### config.mk
export PLATFORM = sky130hd
export DESIGN_NAME = polynomial_multiply_top
export DESIGN_NICKNAME = d
export VERILOG_FILES = /design/src/rtl/core/pm_pkg.sv /design/src/rtl/core/pm_ctrl.sv /design/src/rtl/core/pm_dp.sv /design/src/rtl/core/polynomial_multiply_top.sv
export SDC_FILE = /design/constraint.sdc
export NUM_CORES = 2
export LEC_CHECK = 0
export BUFFER_PORTS_ARGS = -buffer_cell sky130_fd_sc_hd__buf_2
export CAP_MARGIN = 20
export CORE_ASPECT_RATIO = 0.9
export CORE_MARGIN = 5
export CORE_UTILIZATION = 33
export DETAILED_ROUTE_END_ITERATION = 8
export SLEW_MARGIN = 20
export SYNTH_ARGS = -nofsm -noshare
export SYNTH_HDL_FRONTEND = slang
export SYNTH_HIERARCHICAL = 1
export SYNTH_SLANG_ARGS = --single-unit
### constraint.sdc
create_clock -name clk -period 6.7 [get_ports clk]
set_input_delay 1.34 -clock clk [delete_from_list [all_inputs] [get_ports clk]]
set_output_delay 1.34 -clock clk [all_outputs]
set_load 0.005 [all_outputs]
### src/rtl/core/pm_pkg.sv
// Package for the polynomial multiplier: sizes, function codes, controller
// states and the command/status structs between controller and datapath.
// Used by every module of the block; depends on nothing else.
`timescale 1ns / 1ps

package pm_pkg;

  localparam int MAX_DEG   = 31;
  localparam int COEF_BITS = 16;

  // Fixed field widths.
  localparam int FUNC_W  = 2;
  localparam int POWER_W = 5;
  localparam int COEFF_W = 16;
  localparam int DEG_W   = 5;
  localparam int PCOEF_W = 37;
  localparam int PPOW_W  = 6;

  // Derived sizes.
  localparam int IDX_W   = (MAX_DEG < 1) ? 1 : $clog2(MAX_DEG + 1);
  localparam int DEPTH   = MAX_DEG + 1;
  localparam int PROD_W  = 2 * COEF_BITS;
  localparam int N_W     = IDX_W + 1;
  localparam int PIPE_DEPTH = 2;

  // Configuration register indexes and bus sizes.
  localparam int REG_DEGREE_A = 0;
  localparam int REG_DEGREE_B = 1;
  localparam int PADDR_W      = 3;
  localparam int PDATA_W      = 32;

  typedef enum logic [FUNC_W-1:0] {
    FUNC_LOAD_A   = 2'd0,
    FUNC_LOAD_B   = 2'd1,
    FUNC_MULTIPLY = 2'd2
  } func_t;

  typedef enum logic [2:0] {
    ST_IDLE,
    ST_SETUP,
    ST_ISSUE,
    ST_DRAIN,
    ST_EMIT
  } state_t;

  typedef struct packed {
    logic              wr_a;
    logic              wr_b;
    logic              rd_en;
    logic [IDX_W-1:0]  rd_a_addr;
    logic [IDX_W-1:0]  rd_b_addr;
    logic              acc_clr;
    logic              emit;
    logic [PPOW_W-1:0] power;
    logic              last;
  } dp_cmd_t;

  typedef struct packed {
    logic out_free;
  } dp_status_t;

  // A degree above the store saturates to the top entry.
  function automatic logic [IDX_W-1:0] clamp_deg(input logic [DEG_W-1:0] d);
    if (32'(d) > MAX_DEG) begin
      return IDX_W'(MAX_DEG);
    end else begin
      return IDX_W'(d);
    end
  endfunction

endpackage

### src/rtl/core/pm_ctrl.sv
// Controller of the polynomial multiplier: takes input transfers, walks the
// product powers and the convolution terms, and drives the datapath.
// Depends on pm_pkg.
`timescale 1ns / 1ps

module pm_ctrl (
  input  logic                       clk,
  input  logic                       rst,
  input  logic                       in_valid,
  output logic                       in_ready,
  input  logic [pm_pkg::FUNC_W-1:0]  func,
  input  logic [pm_pkg::POWER_W-1:0] power,
  input  logic [pm_pkg::DEG_W-1:0]   degree_a,
  input  logic [pm_pkg::DEG_W-1:0]   degree_b,
  input  pm_pkg::dp_status_t         status,
  output pm_pkg::dp_cmd_t            cmd
);

  pm_pkg::state_t                state, state_next;
  logic [pm_pkg::N_W-1:0]        n, n_next;
  logic [pm_pkg::IDX_W-1:0]      j, j_next;
  logic [pm_pkg::IDX_W-1:0]      jhi, jhi_next;
  logic [$clog2(pm_pkg::PIPE_DEPTH)-1:0] drain, drain_next;

  logic [pm_pkg::IDX_W-1:0] da, db;
  logic [pm_pkg::N_W-1:0]   da_w, db_w;
  logic                     accept, power_ok;

  assign da       = pm_pkg::clamp_deg(degree_a);
  assign db       = pm_pkg::clamp_deg(degree_b);
  assign da_w     = pm_pkg::N_W'(da);
  assign db_w     = pm_pkg::N_W'(db);
  assign in_ready = (state == pm_pkg::ST_IDLE);
  assign accept   = in_valid && in_ready;
  assign power_ok = (32'(power) <= pm_pkg::MAX_DEG);

  always_ff @(posedge clk) begin
    if (rst) begin
      state <= pm_pkg::ST_IDLE;
      n     <= '0;
      j     <= '0;
      jhi   <= '0;
      drain <= '0;
    end else begin
      state <= state_next;
      n     <= n_next;
      j     <= j_next;
      jhi   <= jhi_next;
      drain <= drain_next;
    end
  end

  always_comb begin
    state_next = state;
    n_next     = n;
    j_next     = j;
    jhi_next   = jhi;
    drain_next = drain;

    cmd           = '0;
    cmd.rd_a_addr = j;
    cmd.rd_b_addr = pm_pkg::IDX_W'(n - pm_pkg::N_W'(j));
    cmd.power     = pm_pkg::PPOW_W'(n);
    cmd.last      = (n == '0);

    case (state)
      pm_pkg::ST_IDLE: begin
        if (accept) begin
          case (func)
            pm_pkg::FUNC_LOAD_A: cmd.wr_a = power_ok;
            pm_pkg::FUNC_LOAD_B: cmd.wr_b = power_ok;
            pm_pkg::FUNC_MULTIPLY: begin
              n_next     = da_w + db_w;
              state_next = pm_pkg::ST_SETUP;
            end
            default: ;
          endcase
        end
      end
      pm_pkg::ST_SETUP: begin
        // Terms run over j from max(0, n-db) to min(da, n).
        cmd.acc_clr = 1'b1;
        j_next      = (n > db_w) ? pm_pkg::IDX_W'(n - db_w) : '0;
        jhi_next    = (n > da_w) ? da : pm_pkg::IDX_W'(n);
        state_next  = pm_pkg::ST_ISSUE;
      end
      pm_pkg::ST_ISSUE: begin
        cmd.rd_en = 1'b1;
        if (j == jhi) begin
          drain_next = '0;
          state_next = pm_pkg::ST_DRAIN;
        end else begin
          j_next = j + 1'b1;
        end
      end
      pm_pkg::ST_DRAIN: begin
        if (32'(drain) == pm_pkg::PIPE_DEPTH - 1) begin
          state_next = pm_pkg::ST_EMIT;
        end else begin
          drain_next = drain + 1'b1;
        end
      end
      pm_pkg::ST_EMIT: begin
        if (status.out_free) begin
          cmd.emit = 1'b1;
          if (n == '0) begin
            state_next = pm_pkg::ST_IDLE;
          end else begin
            n_next     = n - 1'b1;
            state_next = pm_pkg::ST_SETUP;
          end
        end
      end
      default: state_next = pm_pkg::ST_IDLE;
    endcase
  end

endmodule

### src/rtl/core/pm_dp.sv
// Datapath of the polynomial multiplier: the two coefficient stores, the
// pipelined multiply-accumulate and the output register.
// Depends on pm_pkg.
`timescale 1ns / 1ps

module pm_dp (
  input  logic                              clk,
  input  logic                              rst,
  input  pm_pkg::dp_cmd_t                   cmd,
  output pm_pkg::dp_status_t                status,
  input  logic [pm_pkg::POWER_W-1:0]        power,
  input  logic signed [pm_pkg::COEFF_W-1:0] coeff,
  output logic                              out_valid,
  input  logic                              out_ready,
  output logic signed [pm_pkg::PCOEF_W-1:0] product_coeff,
  output logic [pm_pkg::PPOW_W-1:0]         product_power,
  output logic                              last
);

  logic [pm_pkg::COEF_BITS-1:0] mem_a [pm_pkg::DEPTH];
  logic [pm_pkg::COEF_BITS-1:0] mem_b [pm_pkg::DEPTH];

  logic [pm_pkg::COEF_BITS-1:0]      rd_a, rd_b;
  logic                              rd_valid;
  logic signed [pm_pkg::PROD_W-1:0]  prod;
  logic                              prod_valid;
  logic signed [pm_pkg::PCOEF_W-1:0] acc;
  logic [pm_pkg::IDX_W-1:0]          wr_addr;

  assign wr_addr = power[pm_pkg::IDX_W-1:0];

  // Only the low COEF_BITS of a loaded value are kept.
  always_ff @(posedge clk) begin
    if (cmd.wr_a) begin
      mem_a[wr_addr] <= coeff[pm_pkg::COEF_BITS-1:0];
    end
    if (cmd.wr_b) begin
      mem_b[wr_addr] <= coeff[pm_pkg::COEF_BITS-1:0];
    end
    if (cmd.rd_en) begin
      rd_a <= mem_a[cmd.rd_a_addr];
      rd_b <= mem_b[cmd.rd_b_addr];
    end
  end

  always_ff @(posedge clk) begin
    prod <= $signed(rd_a) * $signed(rd_b);
    if (cmd.acc_clr) begin
      acc <= '0;
    end else if (prod_valid) begin
      acc <= acc + {{(pm_pkg::PCOEF_W - pm_pkg::PROD_W){prod[pm_pkg::PROD_W-1]}}, prod};
    end
  end

  always_ff @(posedge clk) begin
    if (rst) begin
      rd_valid   <= 1'b0;
      prod_valid <= 1'b0;
      out_valid  <= 1'b0;
    end else begin
      rd_valid   <= cmd.rd_en;
      prod_valid <= rd_valid;
      if (cmd.emit) begin
        out_valid <= 1'b1;
      end else if (out_ready) begin
        out_valid <= 1'b0;
      end
    end
  end

  always_ff @(posedge clk) begin
    if (cmd.emit) begin
      product_coeff <= acc;
      product_power <= cmd.power;
      last          <= cmd.last;
    end
  end

  assign status.out_free = !out_valid || out_ready;

endmodule

### src/rtl/core/polynomial_multiply_top.sv
// Top level of the polynomial multiplier: configuration registers on an
// APB-style port, and the controller and datapath joined together.
// Depends on pm_pkg, pm_ctrl and pm_dp.
`timescale 1ns / 1ps

// Channel   Direction  Handshake               Payload
// input     in         in_valid / in_ready     func, power, coeff
// result    out        out_valid / out_ready   product_coeff, product_power, last
// config    in         psel/penable/pwrite     paddr, pwdata (prdata on reads)
//
// A load keeps the controller idle, so loads stream at one per cycle between multiplies.
// A multiply emits degree_a+degree_b+1 results, highest power first. Each
// result runs setup, T term reads, drain and emit on the single multiply-
// accumulate unit, T being that power's count of convolution terms; the
// coefficient store read and the multiplier are each one registered stage.
// Reset is synchronous and active high; it clears the degrees, the
// controller and the valid flags. The coefficient stores are not cleared.
// A held result stalls the controller only while the output register is
// full; new input is taken once the last result sits in the output register.

module polynomial_multiply_top (
  input  logic                              clk,
  input  logic                              rst,
  input  logic                              in_valid,
  output logic                              in_ready,
  input  logic [pm_pkg::FUNC_W-1:0]         func,
  input  logic [pm_pkg::POWER_W-1:0]        power,
  input  logic signed [pm_pkg::COEFF_W-1:0] coeff,
  output logic                              out_valid,
  input  logic                              out_ready,
  output logic signed [pm_pkg::PCOEF_W-1:0] product_coeff,
  output logic [pm_pkg::PPOW_W-1:0]         product_power,
  output logic                              last,
  input  logic                              psel,
  input  logic                              penable,
  input  logic                              pwrite,
  input  logic [pm_pkg::PADDR_W-1:0]        paddr,
  input  logic [pm_pkg::PDATA_W-1:0]        pwdata,
  output logic [pm_pkg::PDATA_W-1:0]        prdata,
  output logic                              pready
);

  logic [pm_pkg::DEG_W-1:0] degree_a, degree_b;
  logic                     reg_idx;
  logic                     cfg_wr;
  pm_pkg::dp_cmd_t          cmd;
  pm_pkg::dp_status_t       status;

  // Registers sit on word addresses; bit 2 selects between the two.
  assign pready  = 1'b1;
  assign reg_idx = paddr[2];
  assign cfg_wr  = psel && penable && pwrite && pready;

  always_ff @(posedge clk) begin
    if (rst) begin
      degree_a <= '0;
      degree_b <= '0;
    end else if (cfg_wr) begin
      if (32'(reg_idx) == pm_pkg::REG_DEGREE_A) begin
        degree_a <= pwdata[pm_pkg::DEG_W-1:0];
      end else if (32'(reg_idx) == pm_pkg::REG_DEGREE_B) begin
        degree_b <= pwdata[pm_pkg::DEG_W-1:0];
      end
    end
  end

  always_comb begin
    prdata = '0;
    if (32'(reg_idx) == pm_pkg::REG_DEGREE_A) begin
      prdata[pm_pkg::DEG_W-1:0] = degree_a;
    end else begin
      prdata[pm_pkg::DEG_W-1:0] = degree_b;
    end
  end

  pm_ctrl u_ctrl (
    .clk      (clk),
    .rst      (rst),
    .in_valid (in_valid),
    .in_ready (in_ready),
    .func     (func),
    .power    (power),
    .degree_a (degree_a),
    .degree_b (degree_b),
    .status   (status),
    .cmd      (cmd)
  );

  pm_dp u_dp (
    .clk           (clk),
    .rst           (rst),
    .cmd           (cmd),
    .status        (status),
    .power         (power),
    .coeff         (coeff),
    .out_valid     (out_valid),
    .out_ready     (out_ready),
    .product_coeff (product_coeff),
    .product_power (product_power),
    .last          (last)
  );

endmodule
**Word level (Yosys, flattened, before mapping)**

Memories as Yosys holds them, arrays and structs flattened. A register that Yosys moved wholly into a read port is not among the register bits.
Index checks and enable logic that the tools add are counted.

- Add/subtract/negate cells: 7
- $mul: 1
- Order comparisons: 2
- Equality and inequality tests: 14
- Multiplexer cells: 34
- Bitwise operators: 1
- Reduce and logical (&&, ||, !) cells: 18

Operators by type and width:

| cell | count |
|---|---|
| $add 37x37->37 | 1 |
| $mul 16x16->32 | 1 |
| $mux 6 | 4 |
| $mux 5 | 4 |
| $mux 1 | 15 |
| $mux 3 | 5 |
| $pmux 3 s5 | 1 |
| $gt 6x5->1 | 2 |
| $pmux 6 s2 | 1 |
| $ne 2x2->1 const B | 5 |
| $pmux 5 s2 | 1 |
| $reduce_and 5->1 | 2 |
| $sub 5x5->5 | 2 |
| $reduce_and 2->1 | 4 |
| $reduce_bool 2->1 | 4 |
| $add 5x5->6 | 1 |
| $eq 3x2->1 const B | 2 |
| $logic_not 6->1 | 1 |
| $sub 6x1->6 const B | 1 |
| $add 5x1->5 const B | 1 |
| $eq 5x5->1 | 1 |
| $mux 2 | 2 |
| $ne 2x1->1 const B | 2 |
| $eq 3x1->1 const B | 1 |
| other kinds (11) | 13 |

- Register bits after elaboration: 146
- RAM bits: 1024
- Input bits: 65
- Output and inout port bits: 79
- Word-level logic and storage cells: 94
- Memories: 2

Memories:

| name | depth | bits a word | read ports | clocked after memory_dff | wr ports | RTL line | text |
|---|---|---|---|---|---|---|---|
| u_dp.mem_a | 32 | 16 | 1 | 1 | 1 | pm_dp.sv:20 | `logic [pm_pkg::COEF_BITS-1:0] mem_a [pm_pkg::DEPTH];` |
| u_dp.mem_b | 32 | 16 | 1 | 1 | 1 | pm_dp.sv:21 | `logic [pm_pkg::COEF_BITS-1:0] mem_b [pm_pkg::DEPTH];` |

**Depth between registers and ports, before layout**

- Depth in word-level cells: 6
- Depth in mapped cells: 24
- Gate-level depth less buffers: 23

**Modules after synthesis**

The synthesis kept the hierarchy.

By module, submodules not included:

| module | instances | cells each | area each (µm²) |
|---|---|---|---|
| pm_dp | 1 | 3104 | 54812.6 |
| pm_ctrl | 1 | 228 | 1926.8 |
| polynomial_multiply_top | 1 | 77 | 729.4 |

**Worst setup path after synthesis**

No wires, ideal clock.

- Path type: register to register
- Start: register u_dp/rd_a[15] in the netlist's numbering, read port of u_dp.mem_a
- End: register u_dp/prod[31] in the netlist's numbering
- Arrival: 6.175 ns
- Required time: 6.628 ns
- Path slack: 0.453 ns
- Cell stages (with the launch flop): 21
- Buffers on the path: 1
- Clock period less this slack: 6.247 ns
- Cell sequence: edfxtp_1 clkbuf_1 nand2_1 inv_1 fa_1 fa_1 fa_1 fa_1 fa_1 fa_1 ha_1 a21o_1 a21o_1 a211o_1 a21o_1 a32o_1 nor4_1 nor3_1 a21o_1 a21oi_1 xnor2_1

- Word-level cells in the longest chain between the ends: 1

RTL lines:

| element | RTL line | text |
|---|---|---|
| start: declaration | pm_dp.sv:23 | `logic [pm_pkg::COEF_BITS-1:0] rd_a, rd_b;` |
| $mul 16x16->32 | pm_dp.sv:47 | `prod <= $signed(rd_a) * $signed(rd_b);` |
| end signal: assignment | pm_dp.sv:47 |  |
| end: declaration | pm_dp.sv:25 | `logic signed [pm_pkg::PROD_W-1:0] prod;` |

Every way passes these cells.
A chain may end at the register's enable or synchronous reset.

**Worst setup path in the final report**

- Start: register u_dp/rd_b[6] in the netlist's numbering, read port of u_dp.mem_b
- End: register u_dp/prod[22] in the netlist's numbering

- Word-level cells in the longest chain between the ends: 1

RTL lines:

| element | RTL line |
|---|---|
| start: declaration | pm_dp.sv:23 |
| $mul 16x16->32 | pm_dp.sv:47 |

Every way passes these cells.

==> flow_summary_export.csv <==
group,metric,value,unit
critical_path,worstSetupPathType,"reg2reg",
routing,antenna_left,0,
timing,final-max-slew-violation-count,0,
yosys,synth_warnings,6,
placement,finalWeightedCongestion,0.786,
critical_path,required_time_worst_endpoint,7.29,ns
yosys,post_synth_num_cell_types,91,
power_and_ir_drop,total_leakage_power,22.5,nW
run_status,status,"finished clean",
final_layout,final_common_cell,"edfxtp_1",
floorplanning,design.core.area,173000,sq um
timing,setup-tns-final,0,ns
grt,grt_pass1_vias,29900,
placement,placed_area,61100,sq um
placement,placement.io_buffers,86,
critical_path,path_cells,"and2_1 -> fa_1 -> inv_1 -> fa_1 -> fa_1 -> fa_1 -> inv_1 -> fa_1 -> fa_1 -> ha_1 -> a21oi_1 -> a32oi_1 -> a21boi_2 -> o21ai_1 -> or4_1 -> a311oi_1 -> o21bai_1 -> xor2_1",
power_and_ir_drop,max-vdd-ir-drop,0.665,mV
final_layout,drive_gt1_share,20.9,%
routing,first_iter_violations,2645,
routing,route.vias.total,29400,
critical_path,cp_slowest_cell,"edfxtp_1",
floorplanning,die_area,183000,sq um
final_layout,finalNonFillerCells,5982,
timing,timing_worst_slew_pin_value,0.940,ns
floorplanning,rows,145,
yosys,postSynthCellCount,3409,
floorplanning,io-pin-count,144,
grt,overflow,0,
critical_path,biggest_cell_delay_along_the_critical_path,0.67,ns
job,maxcap_viol_count,0,
clocking,sink_count,1202,
clocking,tritoncts,"done",
grt,grt_max_degree,72,
timing,slew_headroom,37.3,%
clocking,cts_max_path_buffers,3,
yosys,synth_area,57500,sq um
final_layout,design_area,65000,sq um
critical_path,reg2regPathDepth,18,
final_layout,finish.net_count,4072,
power_and_ir_drop,cellPowerDensity,493,nW/um^2
placement,detailedPlacementHpwl,81.3,mm
critical_path,crit_fanout,16,
critical_path,worstPathBufferInverterCount,2,
hold_path,hold_path.startpoint,"u_dp/acc[36]",
critical_path,worst_setup_path_start_kind,"flip-flop",
routing,route.detailed.drc,0,
grt,globalRouteTotalUtil,14.2,%
timing,finalWorstPathRequiredPeriod,6.40,ns
clocking,insertion_delay,0.77,ns
clocking,clk_pin_slew_worst_paths,0.06,ns
placement,placement.setup.worst_slack,0.160,ns
critical_path,worst_ep_arrival_time,6.99,ns
floorplanning,floorplan.die.height,406,um
clocking,clockRootBuffer,"clkbuf_16",
critical_path,regToRegStartpoint,"u_dp/rd_b[6]",
yosys,synth-async-reset-ratio,0,%
grt,grt_antenna_before_repair,11,
timing,setup_violations,0,
timing,setup_slack,0.299,ns
routing,routedWlPerCell,21.6,um
clocking,tritoncts.num_buffers,114,
hold_path,worst_hold_path.endpoint,"u_dp/product_coeff[36]",
hold_path,hp-class,"reg2reg",
yosys,synth.yosys.seq_area_share,61.0,%
floorplanning,die_width,450,um
timing,clock_skew,0.0894,ns
final_layout,layout_common_cells,"edfxtp_1, mux4_2, inv_1",
placement,count_of_placed_standard_cells_including_taps,5751,
timing,rsz0062_at_grt,"false",
yosys,mean_area_per_synthesized_cell,16.9,sq um
floorplanning,start_util,33.1,%
critical_path,setup.worst_path.start,"u_dp/rd_b[6]",
routing,number_of_iterations_in_the_first_detailed_routing_pass,5,
clocking,ctsHtreeMaxLevel,3,
clocking,cts_hold_buf,0,
hold_path,holdPathStages,0,
grt,grt_pass1_wl,196,mm
yosys,synth_flop_cell,"edfxtp_1",
final_layout,area_delta_synth_final,13.1,%
timing,final-hold-violation-count,0,
timing,portion_of_the_clock_cycle_consumed_by_the_worst_path_in_the_final_layout,95.5,%
routing,drt_wl_total,129,mm
critical_path,r2r_setup_slack,0.30,ns
yosys,ys_ff_latch,1202,
critical_path,critical_path.endpoint_type,"flip-flop",
yosys,synth-edff-count,1100,
timing,timing.fmax,156,MHz
critical_path,cp_delay_by_family_top,"adder cells",
critical_path,reg2reg_capture_point,"u_dp/prod[22]",
routing,post_drt_via_cell_ratio,4.91,
power_and_ir_drop,report.power.total,32.0,mW
critical_path,crit_path_frequent_cell,"fa_1",
-- routing by layer --
layer  vias up  wire length [um]  GRT usage [%]
met5         -                 0              0
met3       151              8700           3.07
met1     15400             60100           21.0
met2       774             58400           21.6
li1      13000                 -              -
met4         0              2240           2.89
-- area by class of cell --
cell class,instances,area [sq um]
Clock inverter,56,659
Antenna cell,8,20.0
Fill cell,16000,108000
Tap cell,2278,2850
Sequential cell,1202,35100
Clock buffer,155,3060
Timing Repair Buffer,220,1530
Multi-Input combinational cell,1743,20600
Inverter,320,1210
-- report_power, final --
group | leakage (nW) | total [mW] | internal, mW | switching [mW]
Clock | 1.78 | 6.41 | 3.60 | 2.82
Sequential | 10.8 | 8.91 | 8.72 | 0.190
Combinational | 9.99 | 16.7 | 7.56 | 9.14
-- cells in the mapped netlist (5+ instances only) --
cell / n / area, sq um
inv_1: 319 / 1200
nand4_1: 9 / 56.3
fa_1: 266 / 5330
a211oi_1: 6 / 45.0
edfxtp_1: 1100 / 33000
xor2_1: 19 / 166
buf_1: 34 / 128
a21oi_1: 67 / 335
or3_1: 5 / 31.3
dfxtp_1: 102 / 2040
o22ai_1: 5 / 31.3
ha_1: 140 / 1750
mux2i_1: 40 / 400
clkbuf_1: 99 / 372
o21bai_1: 9 / 67.6
and2_1: 128 / 801
nand2b_1: 34 / 213
mux4_2: 320 / 7210
xnor2_1: 63 / 552
o21ai_0: 39 / 195
nor2b_1: 12 / 75.1
o41ai_1: 5 / 43.8
a31oi_1: 6 / 37.5
mux2_2: 38 / 428
nand3_1: 27 / 135
buf_4: 30 / 225
nor2_1: 158 / 593
a21o_1: 30 / 225
nand2_1: 158 / 593
nand3b_1: 10 / 75.1
o21ai_1: 8 / 40.0
nor3_1: 17 / 85.1
o21a_1: 10 / 75.1
-- worst max-delay path by stage --
stage                         end  slack (ns)  cells past startpoint
finish              u_dp/prod[22]        0.30                     18
detailed placement  u_dp/prod[31]        0.16                     21
global placement    u_dp/prod[31]        0.23                     21
global route        u_dp/prod[31]        0.01                     22
floorplan           u_dp/prod[31]        0.45                     20
CTS                 u_dp/prod[31]        0.15                     21
-- flip-flops by register name, indices dropped and copies added, names as in the netlist --
name	cells
degree_b	5
u_ctrl/drain	1
u_dp/rd_a	16
u_dp/acc	37
u_dp/out_valid	1
u_dp/prod	32
u_dp/prod_valid	1
degree_a	5
u_dp/last	1
u_dp/rd_b	16
u_dp/mem_b	512
u_dp/mem_a	512
u_ctrl/n	6
u_dp/product_coeff	37
u_ctrl/j	5
u_dp/rd_valid	1
u_dp/product_power	6
u_ctrl/jhi	5
u_ctrl/state	3
-- cells by family after synthesis --
group	after synthesis	synth area share, %
simple gates	590	5.10
other cells	2	0.0131
flops	1202	61.0
fa+ha+maj	406	12.3
mux	398	14.0
xor+xnor	82	1.25
buf+inv	490	3.44
compound gates	239	2.87
-- per-stage QoR --
step,hold slack (ns),utilization (%)
finish,0.459,37.5
global route,0.483,37.5
CTS,0.461,37.4
detailed placement,0.447,35.2
global placement,0.443,35.2
floorplan,0.414,-
-- timing repair --
action	4_1_cts	5_1_grt
endpoints found under the setup margin	0	2
gates resized for setup	0	1
buffers inserted	0	12
Note: power is estimated with default switching activity, not from simulation.
